[config.mk]
export PLATFORM = sky130hd
export DESIGN_NAME = cruise_target_setpoint_repeat
export DESIGN_NICKNAME = d
export VERILOG_FILES = /design/src/hdl/ctsr_pkg.sv /design/src/hdl/ctsr_alu.sv /design/src/hdl/cruise_target_setpoint_repeat.sv
export VERILOG_INCLUDE_DIRS = /design/src /design/src/hdl
export SDC_FILE = /design/constraint.sdc
export NUM_CORES = 1
export LEC_CHECK = 0
export BUFFER_PORTS_ARGS = -buffer_cell sky130_fd_sc_hd__buf_2
export CORE_MARGIN = 5
export CORE_UTILIZATION = 55
export DETAILED_ROUTE_END_ITERATION = 12
export PLACE_DENSITY_LB_ADDON = 0.15
export RECOVER_POWER = 50
export SLEW_MARGIN = 25
export SYNTH_ARGS = -nofsm -noshare
export SYNTH_HDL_FRONTEND = slang
export SYNTH_SLANG_ARGS = --single-unit
export TNS_END_PERCENT = 30
[constraint.sdc]
create_clock -name clk -period 9.8 [get_ports clk]
set_input_delay 0.49 -clock clk [delete_from_list [all_inputs] [get_ports clk]]
set_output_delay 0.49 -clock clk [all_outputs]
set_load 0.03 [all_outputs]
[src/hdl/cruise_target_setpoint_repeat_macros.svh]
// Assertion macros for the cruise target setpoint block.
// Included by the top level; relies on clk and rst being in scope.
`ifndef CRUISE_TARGET_SETPOINT_REPEAT_MACROS_SVH
`define CRUISE_TARGET_SETPOINT_REPEAT_MACROS_SVH

// Clocked assertion that is held off while reset is high.
`define CTSR_ASSERT(lbl, prop, msg) \
  lbl: assert property (@(posedge clk) disable iff (rst) prop) else $error(msg);

// Clocked assertion that also holds during reset.
`define CTSR_ASSERT_ALWAYS(lbl, prop, msg) \
  lbl: assert property (@(posedge clk) prop) else $error(msg);

`endif

[src/hdl/ctsr_pkg.sv]
// Shared types and constants for the cruise target setpoint block.
// Used by ctsr_alu and cruise_target_setpoint_repeat; depends on nothing.
package ctsr_pkg;

  // Width of the shared adder: a 32-bit count plus a carry/sign bit.
  localparam int AluW = 33;

  // Register indexes of the configuration port.
  localparam logic [0:0] CFG_STEP = 1'b0;
  localparam logic [0:0] CFG_MAX  = 1'b1;

  // Reset values of the configuration registers.
  localparam logic [14:0] STEP_RESET = 15'd100;
  localparam logic [14:0] MAX_RESET  = 15'd3000;

  // Input item kinds.
  typedef enum logic [2:0] {
    OP_TICK     = 3'd0,
    OP_VELOCITY = 3'd1,
    OP_NEUTRAL  = 3'd2,
    OP_PLUS     = 3'd3,
    OP_MINUS    = 3'd4,
    OP_SET      = 3'd5,
    OP_OTHER    = 3'd6
  } op_t;

  // Sequencer states.
  typedef enum logic [2:0] {
    S_IDLE,
    S_EXEC,
    S_CMP,
    S_CNT,
    S_DONE
  } state_t;

  // Operation handed to the shared adder.
  typedef struct packed {
    logic [AluW-1:0] a;
    logic [AluW-1:0] b;
    logic            sub;
  } alu_req_t;

  // Repeat reload in ticks, 1000 divided by the bit length of the count.
  localparam logic [9:0] ReloadTicks [33] = '{
    10'd1000, 10'd1000, 10'd500, 10'd333, 10'd250, 10'd200, 10'd166, 10'd142,
    10'd125,  10'd111,  10'd100, 10'd90,  10'd83,  10'd76,  10'd71,  10'd66,
    10'd62,   10'd58,   10'd55,  10'd52,  10'd50,  10'd47,  10'd45,  10'd43,
    10'd41,   10'd40,   10'd38,  10'd37,  10'd35,  10'd34,  10'd33,  10'd32,
    10'd31
  };

endpackage

[src/hdl/ctsr_alu.sv]
// Shared add/subtract unit of the cruise target setpoint sequencer.
// Depends on ctsr_pkg for the operation struct and width.
module ctsr_alu (
  input  ctsr_pkg::alu_req_t              req,
  output logic [ctsr_pkg::AluW-1:0]       sum
);

  // One adder serves averaging, target stepping, clamping and counting.
  always_comb begin
    if (req.sub) begin
      sum = req.a - req.b;
    end else begin
      sum = req.a + req.b;
    end
  end

endmodule

[src/hdl/cruise_target_setpoint_repeat.sv]
// Cruise target setpoint with press-and-hold repeat. One input transaction yields exactly
// one result transaction. Ticks that only count down, velocity, neutral, plus, minus and
// other events pass through the execute and done states, set adds the compare state, and
// a repeat firing adds compare and count; a small sequencer runs every sum, compare and
// count increment through one shared 33-bit adder. A finished result waits in the output
// register, so the next input transaction is taken while it is pending.
`include "cruise_target_setpoint_repeat_macros.svh"

module cruise_target_setpoint_repeat (
  input  logic        clk,
  input  logic        rst,
  // Input channel.
  input  logic        in_valid,
  output logic        in_ready,
  input  logic [2:0]  op,
  input  logic signed [15:0] left_velocity,
  input  logic signed [15:0] right_velocity,
  // Output channel.
  output logic        out_valid,
  input  logic        out_ready,
  output logic        target_sent,
  output logic [14:0] target_value,
  output logic        speed_update,
  output logic [14:0] speed_value,
  output logic        handled,
  output logic        rejected,
  // Configuration channel.
  input  logic        cfg_valid,
  output logic        cfg_ready,
  input  logic [0:0]  cfg_index,
  input  logic [14:0] cfg_data
);

  localparam int W = ctsr_pkg::AluW;

  ctsr_pkg::state_t state, state_next;

  // Latched input transaction.
  ctsr_pkg::op_t op_reg, op_reg_next;
  logic [15:0] left_reg, left_reg_next;
  logic [15:0] right_reg, right_reg_next;
  logic [16:0] req, req_next;

  // Block state.
  logic [14:0] target_speed, target_speed_next;
  logic [14:0] current_speed, current_speed_next;
  logic [31:0] repeat_count, repeat_count_next;
  logic [5:0]  count_len, count_len_next;
  logic [9:0]  ticks_left, ticks_left_next;
  logic        repeat_armed, repeat_armed_next;
  logic        step_down, step_down_next;
  logic [14:0] step_cms, step_cms_next;
  logic [14:0] max_target_cms, max_target_cms_next;

  // Per-transaction flags.
  logic fire, fire_next;
  logic sent_flag, sent_flag_next;
  logic upd_flag, upd_flag_next;
  logic hdl_flag, hdl_flag_next;
  logic rej_flag, rej_flag_next;

  // Output register.
  logic        out_valid_next;
  logic        target_sent_next;
  logic [14:0] target_value_next;
  logic        speed_update_next;
  logic [14:0] speed_value_next;
  logic        handled_next;
  logic        rejected_next;

  ctsr_pkg::alu_req_t alu_req;
  logic [W-1:0]       alu_sum;

  ctsr_alu u_alu (
    .req (alu_req),
    .sum (alu_sum)
  );

  assign in_ready  = (state == ctsr_pkg::S_IDLE);
  assign cfg_ready = 1'b1;

  // Sequencer: next state, shared adder operands and all state updates.
  always_comb begin
    state_next          = state;
    op_reg_next         = op_reg;
    left_reg_next       = left_reg;
    right_reg_next      = right_reg;
    req_next            = req;
    target_speed_next   = target_speed;
    current_speed_next  = current_speed;
    repeat_count_next   = repeat_count;
    count_len_next      = count_len;
    ticks_left_next     = ticks_left;
    repeat_armed_next   = repeat_armed;
    step_down_next      = step_down;
    step_cms_next       = step_cms;
    max_target_cms_next = max_target_cms;
    fire_next           = fire;
    sent_flag_next      = sent_flag;
    upd_flag_next       = upd_flag;
    hdl_flag_next       = hdl_flag;
    rej_flag_next       = rej_flag;
    out_valid_next      = out_valid & ~out_ready;
    target_sent_next    = target_sent;
    target_value_next   = target_value;
    speed_update_next   = speed_update;
    speed_value_next    = speed_value;
    handled_next        = handled;
    rejected_next       = rejected;
    alu_req             = '{a: '0, b: '0, sub: 1'b0};

    // The user must make configuration writes only while the block is idle; the block itself does not enforce this.
    if (cfg_valid) begin
      unique case (cfg_index)
        ctsr_pkg::CFG_STEP: step_cms_next       = cfg_data;
        ctsr_pkg::CFG_MAX:  max_target_cms_next = cfg_data;
        default:            step_cms_next       = step_cms;
      endcase
    end

    unique case (state)
      ctsr_pkg::S_IDLE: begin
        if (in_valid) begin
          op_reg_next    = ctsr_pkg::op_t'(op);
          left_reg_next  = left_velocity;
          right_reg_next = right_velocity;
          fire_next      = 1'b0;
          sent_flag_next = 1'b0;
          upd_flag_next  = 1'b0;
          hdl_flag_next  = 1'b0;
          rej_flag_next  = 1'b0;
          state_next     = ctsr_pkg::S_EXEC;
        end
      end

      ctsr_pkg::S_EXEC: begin
        state_next = ctsr_pkg::S_DONE;
        unique case (op_reg)
          ctsr_pkg::OP_TICK: begin
            if (repeat_armed) begin
              if (ticks_left > 10'd1) begin
                ticks_left_next = ticks_left - 10'd1;
              end else begin
                // Timer fires: form the stepped target request.
                alu_req    = '{a: W'(target_speed), b: W'(step_cms), sub: step_down};
                req_next   = alu_sum[16:0];
                fire_next  = 1'b1;
                state_next = ctsr_pkg::S_CMP;
              end
            end
          end
          ctsr_pkg::OP_VELOCITY: begin
            // Average of both wheels; a negative sum floors to zero.
            alu_req = '{a: {{(W-16){left_reg[15]}}, left_reg},
                        b: {{(W-16){right_reg[15]}}, right_reg},
                        sub: 1'b0};
            current_speed_next = alu_sum[W-1] ? 15'd0 : alu_sum[15:1];
            upd_flag_next      = 1'b1;
          end
          ctsr_pkg::OP_NEUTRAL: begin
            repeat_armed_next = 1'b0;
            ticks_left_next   = 10'd0;
            hdl_flag_next     = 1'b1;
          end
          ctsr_pkg::OP_PLUS, ctsr_pkg::OP_MINUS: begin
            repeat_count_next = 32'd0;
            count_len_next    = 6'd0;
            step_down_next    = (op_reg == ctsr_pkg::OP_MINUS);
            repeat_armed_next = 1'b1;
            ticks_left_next   = 10'd1;
            hdl_flag_next     = 1'b1;
          end
          ctsr_pkg::OP_SET: begin
            req_next      = {2'b00, current_speed};
            hdl_flag_next = 1'b1;
            state_next    = ctsr_pkg::S_CMP;
          end
          default: begin
            state_next = ctsr_pkg::S_DONE;
          end
        endcase
      end

      ctsr_pkg::S_CMP: begin
        // Refuse a negative request, otherwise clamp to the maximum.
        if (req[16]) begin
          rej_flag_next = 1'b1;
        end else begin
          alu_req = '{a: W'(max_target_cms), b: {{(W-17){1'b0}}, req}, sub: 1'b1};
          target_speed_next = alu_sum[W-1] ? max_target_cms : req[14:0];
          sent_flag_next    = 1'b1;
        end
        state_next = fire ? ctsr_pkg::S_CNT : ctsr_pkg::S_DONE;
      end

      ctsr_pkg::S_CNT: begin
        // Saturating count increment; the bit length grows at each power of two.
        alu_req = '{a: {1'b0, repeat_count}, b: W'(1), sub: 1'b0};
        if (!alu_sum[W-1]) begin
          repeat_count_next = alu_sum[31:0];
          if ((repeat_count & alu_sum[31:0]) == 32'd0) begin
            count_len_next = count_len + 6'd1;
          end
        end
        ticks_left_next = ctsr_pkg::ReloadTicks[count_len_next];
        state_next      = ctsr_pkg::S_DONE;
      end

      ctsr_pkg::S_DONE: begin
        // Hand the result to the output register once it is free.
        if (!out_valid || out_ready) begin
          out_valid_next    = 1'b1;
          target_sent_next  = sent_flag;
          target_value_next = target_speed;
          speed_update_next = upd_flag;
          speed_value_next  = current_speed;
          handled_next      = hdl_flag;
          rejected_next     = rej_flag;
          state_next        = ctsr_pkg::S_IDLE;
        end
      end

      default: begin
        state_next = ctsr_pkg::S_IDLE;
      end
    endcase
  end

  // Control and block state registers.
  always_ff @(posedge clk) begin
    if (rst) begin
      state          <= ctsr_pkg::S_IDLE;
      target_speed   <= '0;
      current_speed  <= '0;
      repeat_count   <= '0;
      count_len      <= '0;
      ticks_left     <= '0;
      repeat_armed   <= 1'b0;
      step_down      <= 1'b0;
      step_cms       <= ctsr_pkg::STEP_RESET;
      max_target_cms <= ctsr_pkg::MAX_RESET;
      out_valid      <= 1'b0;
    end else begin
      state          <= state_next;
      target_speed   <= target_speed_next;
      current_speed  <= current_speed_next;
      repeat_count   <= repeat_count_next;
      count_len      <= count_len_next;
      ticks_left     <= ticks_left_next;
      repeat_armed   <= repeat_armed_next;
      step_down      <= step_down_next;
      step_cms       <= step_cms_next;
      max_target_cms <= max_target_cms_next;
      out_valid      <= out_valid_next;
    end
  end

  // Payload registers for the transaction in flight and the pending result.
  always_ff @(posedge clk) begin
    op_reg       <= op_reg_next;
    left_reg     <= left_reg_next;
    right_reg    <= right_reg_next;
    req          <= req_next;
    fire         <= fire_next;
    sent_flag    <= sent_flag_next;
    upd_flag     <= upd_flag_next;
    hdl_flag     <= hdl_flag_next;
    rej_flag     <= rej_flag_next;
    target_sent  <= target_sent_next;
    target_value <= target_value_next;
    speed_update <= speed_update_next;
    speed_value  <= speed_value_next;
    handled      <= handled_next;
    rejected     <= rejected_next;
  end

  // While the repeat timer is armed it always has a tick to count.
  `CTSR_ASSERT(a_armed_ticks, repeat_armed |-> (ticks_left != 10'd0), "armed timer with zero ticks")
  // The tracked bit length is zero exactly when the count is zero.
  `CTSR_ASSERT(a_len_count, (repeat_count == 32'd0) == (count_len == 6'd0), "bit length out of step")
  // A result never reports a target both sent and rejected.
  `CTSR_ASSERT(a_sent_rej, out_valid |-> !(target_sent && rejected), "target both sent and rejected")

endmodule
==> results.toml, run 1 <==
[run_status]
status = "finished, violations left"
violations = "max-capacitance violations, max-slew violations"

[cts]
cts.hold.buffers_added = 0
ctsHtreeMaxLevel = 1
cts_tree = "yes"
clock_latency_ps = 540
clk_pin_slew_ps = 60
clk_path_buf_depth = 3
cts.sinks = 205
cts_resized = 0
clockRootBuffer = "clkbuf_16"
cts_buffers = 23
post-cts-setup-buffers = 0

[floorplanning]
coreArea_um2 = 22500
chipHeight_um = 161
start_util_pct = 55.5
pin_count = 93
die_w_um = 161
num_rows = 55
dieArea_um2 = 25800

[power]
swShare_pct = 31.0
power_density_nw_per_um2 = 179
switchingPower_w = 0.000770
leakage_nw = 5.23
clkPwrFrac_pct = 38.8
irDropWorstVdd_mv = 0.177
seq_power_share_pct = 38.1
intPower_w = 0.00171
power.total_w = 0.00248
combPwrFrac_pct = 23.2

[global_route]
grt_first_pass_wirelength_um = 59000
overflow = 0
grt_antenna_before_repair = 0
gr-usage-all-layers_pct = 28.1
grt_max_degree = 70
grt_pass1_vias = 10703

[yosys]
synth_top_cells_by_area = "edfxtp_1 (22%), dfxtp_1 (18%), nand2_1 (6.6%)"
synth.cell_area_um2 = 12500
avgSynthCellArea_um2 = 8.48
synthSimpleGateAreaFrac_pct = 22.4
synth_xor_area_share_pct = 3.92
synth_sequential_area_ratio_pct = 40.2
yosys_warnings = 0
synth.area.mux_share_pct = 2.57
synth_edf_count = 91
synth-adder-area-share_pct = 4.27
synth_seq_cells = 205
synth_largest_area_cell = "edfxtp_1"
synth_nets = 1570
synth_top_cell_area_share_pct = 21.9
yosysUniqueCellTypes = 97
synth_top_family_by_area = "simple AND/OR/NAND/NOR gates"
async_reset_ff_share_pct = 0
synth_ff_type = "dfxtp_1"
synth_compound_area_share_pct = 22.3
synthCells = 1472

[drt]
vias = 11291
route.detailed.drc = 0
totalWireLength_um = 37300
drt_iter0_drc = 1031
wl_per_cell_um = 20.7
first_pass_iters = 5
viasPerCell = 6.25
drtAntennaViolNets = 0

[finish]
final_cells = 1806
mostFrequentLayoutCells = "nand2_1 (221), a21oi_1 (141), nor2_1 (122), dfxtp_1 (114), edfxtp_1 (91)"
regMostFlops = "repeat_count"
largest_reg_flops = 32
n_antenna_cell = 0
syn_to_final_growth_pct = 10.9
layout-drive-gt1-share_pct = 10.1
fin_nets = 1602
fin_util_pct = 61.5
final_common_cell = "nand2_1"
top_regs = "repeat_count: 32 flops, req: 17 flops"

[setup_path]
rr_startpoint = "state[0]$_SDFFE_PP0P_"
cp-end-kind = "flop"
start_kind = "flop"
critPathMaxStageDelay_ps = 720
crit_path_max_fanout = 28
crit_start = "state[0]$_SDFFE_PP0P_"
worstSetupPathType = "flop to flop"
crit_arrival_ps = 9280
crit_required_ps = 10200
slowest_stage = "a2111oi_0"

[sta]
finalCritPeriodShare_pct = 90.5
min_period_ps = 8870
skew_ps = 10.5
max_slew_margin_pct = -130
hold_viol = 0
maxSlewViolCount = 154
worst_hold_slack_ps = 127
worst_slew_pin_slew_ps = 3460
setup_tns_ps = 0
finalSetupViolations = 0
rsz0062_at_grt = "false"
fmax_mhz = 113

[placed_design]
gp_congestion = 0.955
dp_cells = 1764
post-dp-hpwl_um = 26800
portBuffers = 91

[hold_path]
holdCritStartpoint = "left_velocity[11]"
hold_class = "primary input to flop"

[flow_run]
maxCapViolations = 3
==> through the flow <==
stage                     worst slack (ps)  cell area (um^2)
final                                  928             13800
after detailed placement              1140             13100
after CTS                             1120             13900
after floorplan                       2400             12500
after global placement                1420             13100
after global routing                   272             13800
==> worst max-delay path: cells and delay by family, from the launching register on <==
kind,cells,cell delay [ps]
adders and majority gates,3,1170
and+or+nand+nor,15,3420
DFF,1,370
buffers and inverters,4,980
xor gates and xnor gates,1,390
AOI/OAI and AO/OA,6,2380
==> power groups by stage <==
stage	logic (W)	registers (W)	clock network [W]
CTS	0.000566	0.000945	0.000972
finish	0.000575	0.000946	0.000962
detailed placement	0.000561	0.000963	0
global route	0.000626	0.000948	0.00101
global placement	0.000562	0.000964	0
floorplan	0.000415	0.000964	0
==> logic make-up after synthesis <==
| group | Yosys count |
|---|---|
| simple gates | 585 |
| compound gates | 423 |
| flops | 205 |
| buf+inv | 133 |
| xor+xnor | 52 |
| fa+ha+maj | 42 |
| mux | 31 |
| other cells | 1 |
==> Yosys cell counts (all sizes together), types with 5 or more instances <==
cell type / count
nor2: 123
xor2: 22
or3b: 6
mux2: 5
mux2i: 26
o21ai: 70
o211ai: 8
buf: 34
a211oi: 20
and2: 12
and3: 9
nand4: 23
nand2: 223
xnor2: 30
ha: 41
clkbuf: 69
a22oi: 51
nand3: 81
a21oi: 143
inv: 29
a21o: 23
nand2b: 27
o31ai: 10
nor2b: 19
edfxtp: 91
o21a: 13
dfxtp: 114
nand3b: 13
nor3: 18
or3: 5
a31oi: 17
o22ai: 6
==> routing by layer <==
layer	GRT usage [%]	vias to the layer above	share of wire [%]	wire (um)
met5	0	-	0	0
met4	9.23	0	3.7	1370
met3	5.21	99	8.4	3150
met2	43.3	506	44	16300
met1	39.9	5270	44	16500
li1	-	5416	-	-
==> cell type report <==
cell class | instances | area [um^2]
Clock inverter | 14 | 218
Fill cell | 1983 | 8660
Timing Repair Buffer | 110 | 559
Clock buffer | 28 | 626
Sequential cell | 205 | 5010
Tap cell | 285 | 357
Multi-Input combinational cell | 1134 | 6950
Inverter | 30 | 113
==> worst paths after layout <==
path                                     end  slack [ps]  depth (start not counted)
hold reg to reg        target_sent$_DFFE_PP_         430                          0
setup / recovery  ticks_left[2]$_SDFFE_PP0P_         930                         29
hold / removal        left_reg[11]$_DFFE_PP_         130                          1
setup reg to reg  ticks_left[2]$_SDFFE_PP0P_         930                         29
Note: power is estimated with default switching activity, not from simulation.
==> run 2, diff against run 1 <==
--- a/config.mk
+++ b/config.mk
@@ -9,8 +9,9 @@
 export BUFFER_PORTS_ARGS = -buffer_cell sky130_fd_sc_hd__buf_2
 export CORE_MARGIN = 5
 export CORE_UTILIZATION = 55
+export CTS_CLUSTER_DIAMETER = 120
 export DETAILED_ROUTE_END_ITERATION = 12
-export PLACE_DENSITY_LB_ADDON = 0.15
+export PLACE_DENSITY = 0.82
 export RECOVER_POWER = 50
 export SLEW_MARGIN = 25
 export SYNTH_ARGS = -nofsm -noshare
==> run 2 against run 1 <==
  * The run still ends with max-capacitance violations, max-slew violations left
  * Sequential power hardly changed
  * Worst setup slack lost 63 ps
  * Utilization down 0.26 points
  * Register-to-register slack lost 60 ps
  * Cell area decreased by 0.42%
  * Combinational power shrank 1%
  * Critical path depth is 1 higher
  * Flip-flop and latch count unchanged
  * Clock-buffer cell count grew 2
  * Wire length up 0.86%
  * Power is 1.9% lower
  * Cell count stayed put
  * Critical path type unchanged
==> results.toml, run 2 (same netlist as run 1, synthesis figures left out) <==
[placed_design]
gp_congestion = 0.985
post-dp-hpwl_um = 27400
portBuffers = 91

[power]
irDropWorstVdd_mv = 0.154
power.total_w = 0.00243
leakage_nw = 5.20
power_density_nw_per_um2 = 177

[sta]
setup_tns_ps = 0
maxSlewViolCount = 177
finalSetupViolations = 0
fmax_mhz = 112
skew_ps = 19.8
min_period_ps = 8930
max_slew_margin_pct = -225
worst_slew_pin_slew_ps = 4880
finalCritPeriodShare_pct = 91.2
rsz0062_at_grt = "false"
hold_viol = 0

[global_route]
grt_first_pass_wirelength_um = 59700
grt_pass1_vias = 10989
grt_max_degree = 106
grt_antenna_before_repair = 2
overflow = 0
gr-usage-all-layers_pct = 28.4

[setup_path]
crit_required_ps = 10250
slowest_stage = "nand2_1"
start_kind = "flop"
r2r_end = "ticks_left[2]$_SDFFE_PP0P_"
crit_arrival_ps = 9390
crit_path_max_fanout = 28
r2r_slack_ps = 870
cp-end-kind = "flop"
critPathMaxStageDelay_ps = 710
reg2regPathDepth = 30
rr_startpoint = "state[0]$_SDFFE_PP0P_"
worstSetupPathType = "flop to flop"

[cts]
cts.sinks = 205
cts_buffers = 23
clockRootBuffer = "clkbuf_16"
clk_pin_slew_ps = 60
cts_tree = "yes"
post-cts-setup-buffers = 0
ctsHtreeMaxLevel = 1
clk_path_buf_depth = 3
cts.hold.buffers_added = 0
cts_resized = 0
clock_latency_ps = 540

[run_status]
status = "finished, violations left"
violations = "max-capacitance violations, max-slew violations"

[drt]
drt_iter0_drc = 1064
drtAntennaViolNets = 0
wl_per_cell_um = 20.8
first_pass_iters = 6
route.detailed.drc = 0
viasPerCell = 6.42
totalWireLength_um = 37600
vias = 11596

[finish]
largest_reg_flops = 32
final_common_cell = "nand2_1"
syn_to_final_growth_pct = 10.4
top_regs = "repeat_count: 32 flops, req: 17 flops"
layout-drive-gt1-share_pct = 9.93
n_antenna_cell = 0
regMostFlops = "repeat_count"
mostFrequentLayoutCells = "nand2_1 (221), a21oi_1 (141), nor2_1 (122), dfxtp_1 (114), edfxtp_1 (91)"
fin_nets = 1602

[floorplanning]
die_w_um = 161
start_util_pct = 55.5
coreArea_um2 = 22500
pin_count = 93
num_rows = 55
dieArea_um2 = 25800
chipHeight_um = 161

[hold_path]
holdPathStages = 1
hold_class = "primary input to flop"
hold_end = "left_reg[5]$_DFFE_PP_"
holdCritStartpoint = "left_velocity[5]"

[flow_run]
maxCapViolations = 3
[run 2: stage by stage]
stage / hold slack, ps / std cells / setup WS (ps) / utilization (%) / cell area (um^2)
2_1_floorplan: 400 / 1472 / 2400 / - / 12500
3_3_place_gp: 404 / 1764 / 1290 / 57.9 / 13000
3_5_place_dp: 412 / 1764 / 978 / 57.9 / 13000
4_1_cts: 110 / 1806 / 960 / 61.5 / 13800
5_1_grt: 111 / 1806 / 222 / 61.2 / 13800
6_report: 123 / 1806 / 865 / 61.2 / 13800
[run 2: per-layer routing]
metal	vias to the layer above	wire length [um]	global-route usage [%]
met5	-	16	0
met4	4	1640	11.3
met3	122	3070	4.57
met2	554	17300	46.6
met1	5502	15600	37.6
li1	5414	-	-
[run 2: how the worst max path moves through the flow]
stage	cells past startpoint	from	endpoint	slack, ps
3_3_place_gp	30	state[0]$_SDFFE_PP0P_	ticks_left[2]$_SDFFE_PP0P_	1290
5_1_grt	30	state[0]$_SDFFE_PP0P_	ticks_left[2]$_SDFFE_PP0P_	220
4_1_cts	30	state[0]$_SDFFE_PP0P_	ticks_left[2]$_SDFFE_PP0P_	960
6_report	30	state[0]$_SDFFE_PP0P_	ticks_left[2]$_SDFFE_PP0P_	870
2_1_floorplan	36	ticks_left[0]$_SDFFE_PP0P_	ticks_left[2]$_SDFFE_PP0P_	2400
3_5_place_dp	30	state[0]$_SDFFE_PP0P_	ticks_left[2]$_SDFFE_PP0P_	980
[run 2: layout make-up]
| type | count | area, um^2 |
|---|---|---|
| inverters | 30 | 113 |
| well taps | 285 | 357 |
| clock buffers | 30 | 642 |
| flip-flops and latches | 205 | 5010 |
| clock inverters | 12 | 159 |
| fillers | 1915 | 8720 |
| multi-input cells | 1134 | 6950 |
| repair buffers | 110 | 541 |
[run 2: critical path: cells and delay by family (launching register included)]
family          cells  cell delay (ps)
flops               1              380
mux                 1              350
buf+inv             3              630
xor+xnor            1              400
compound gates      6             1950
fa+ha+maj           3             1150
simple gates       16             3960
[run 2: where the power goes]
group	internal [W]	switching (W)	total [W]
clock network	0.000545	0.000372	0.000917
logic	0.000194	0.000375	0.000569
registers	0.000929	0.0000190	0.000948
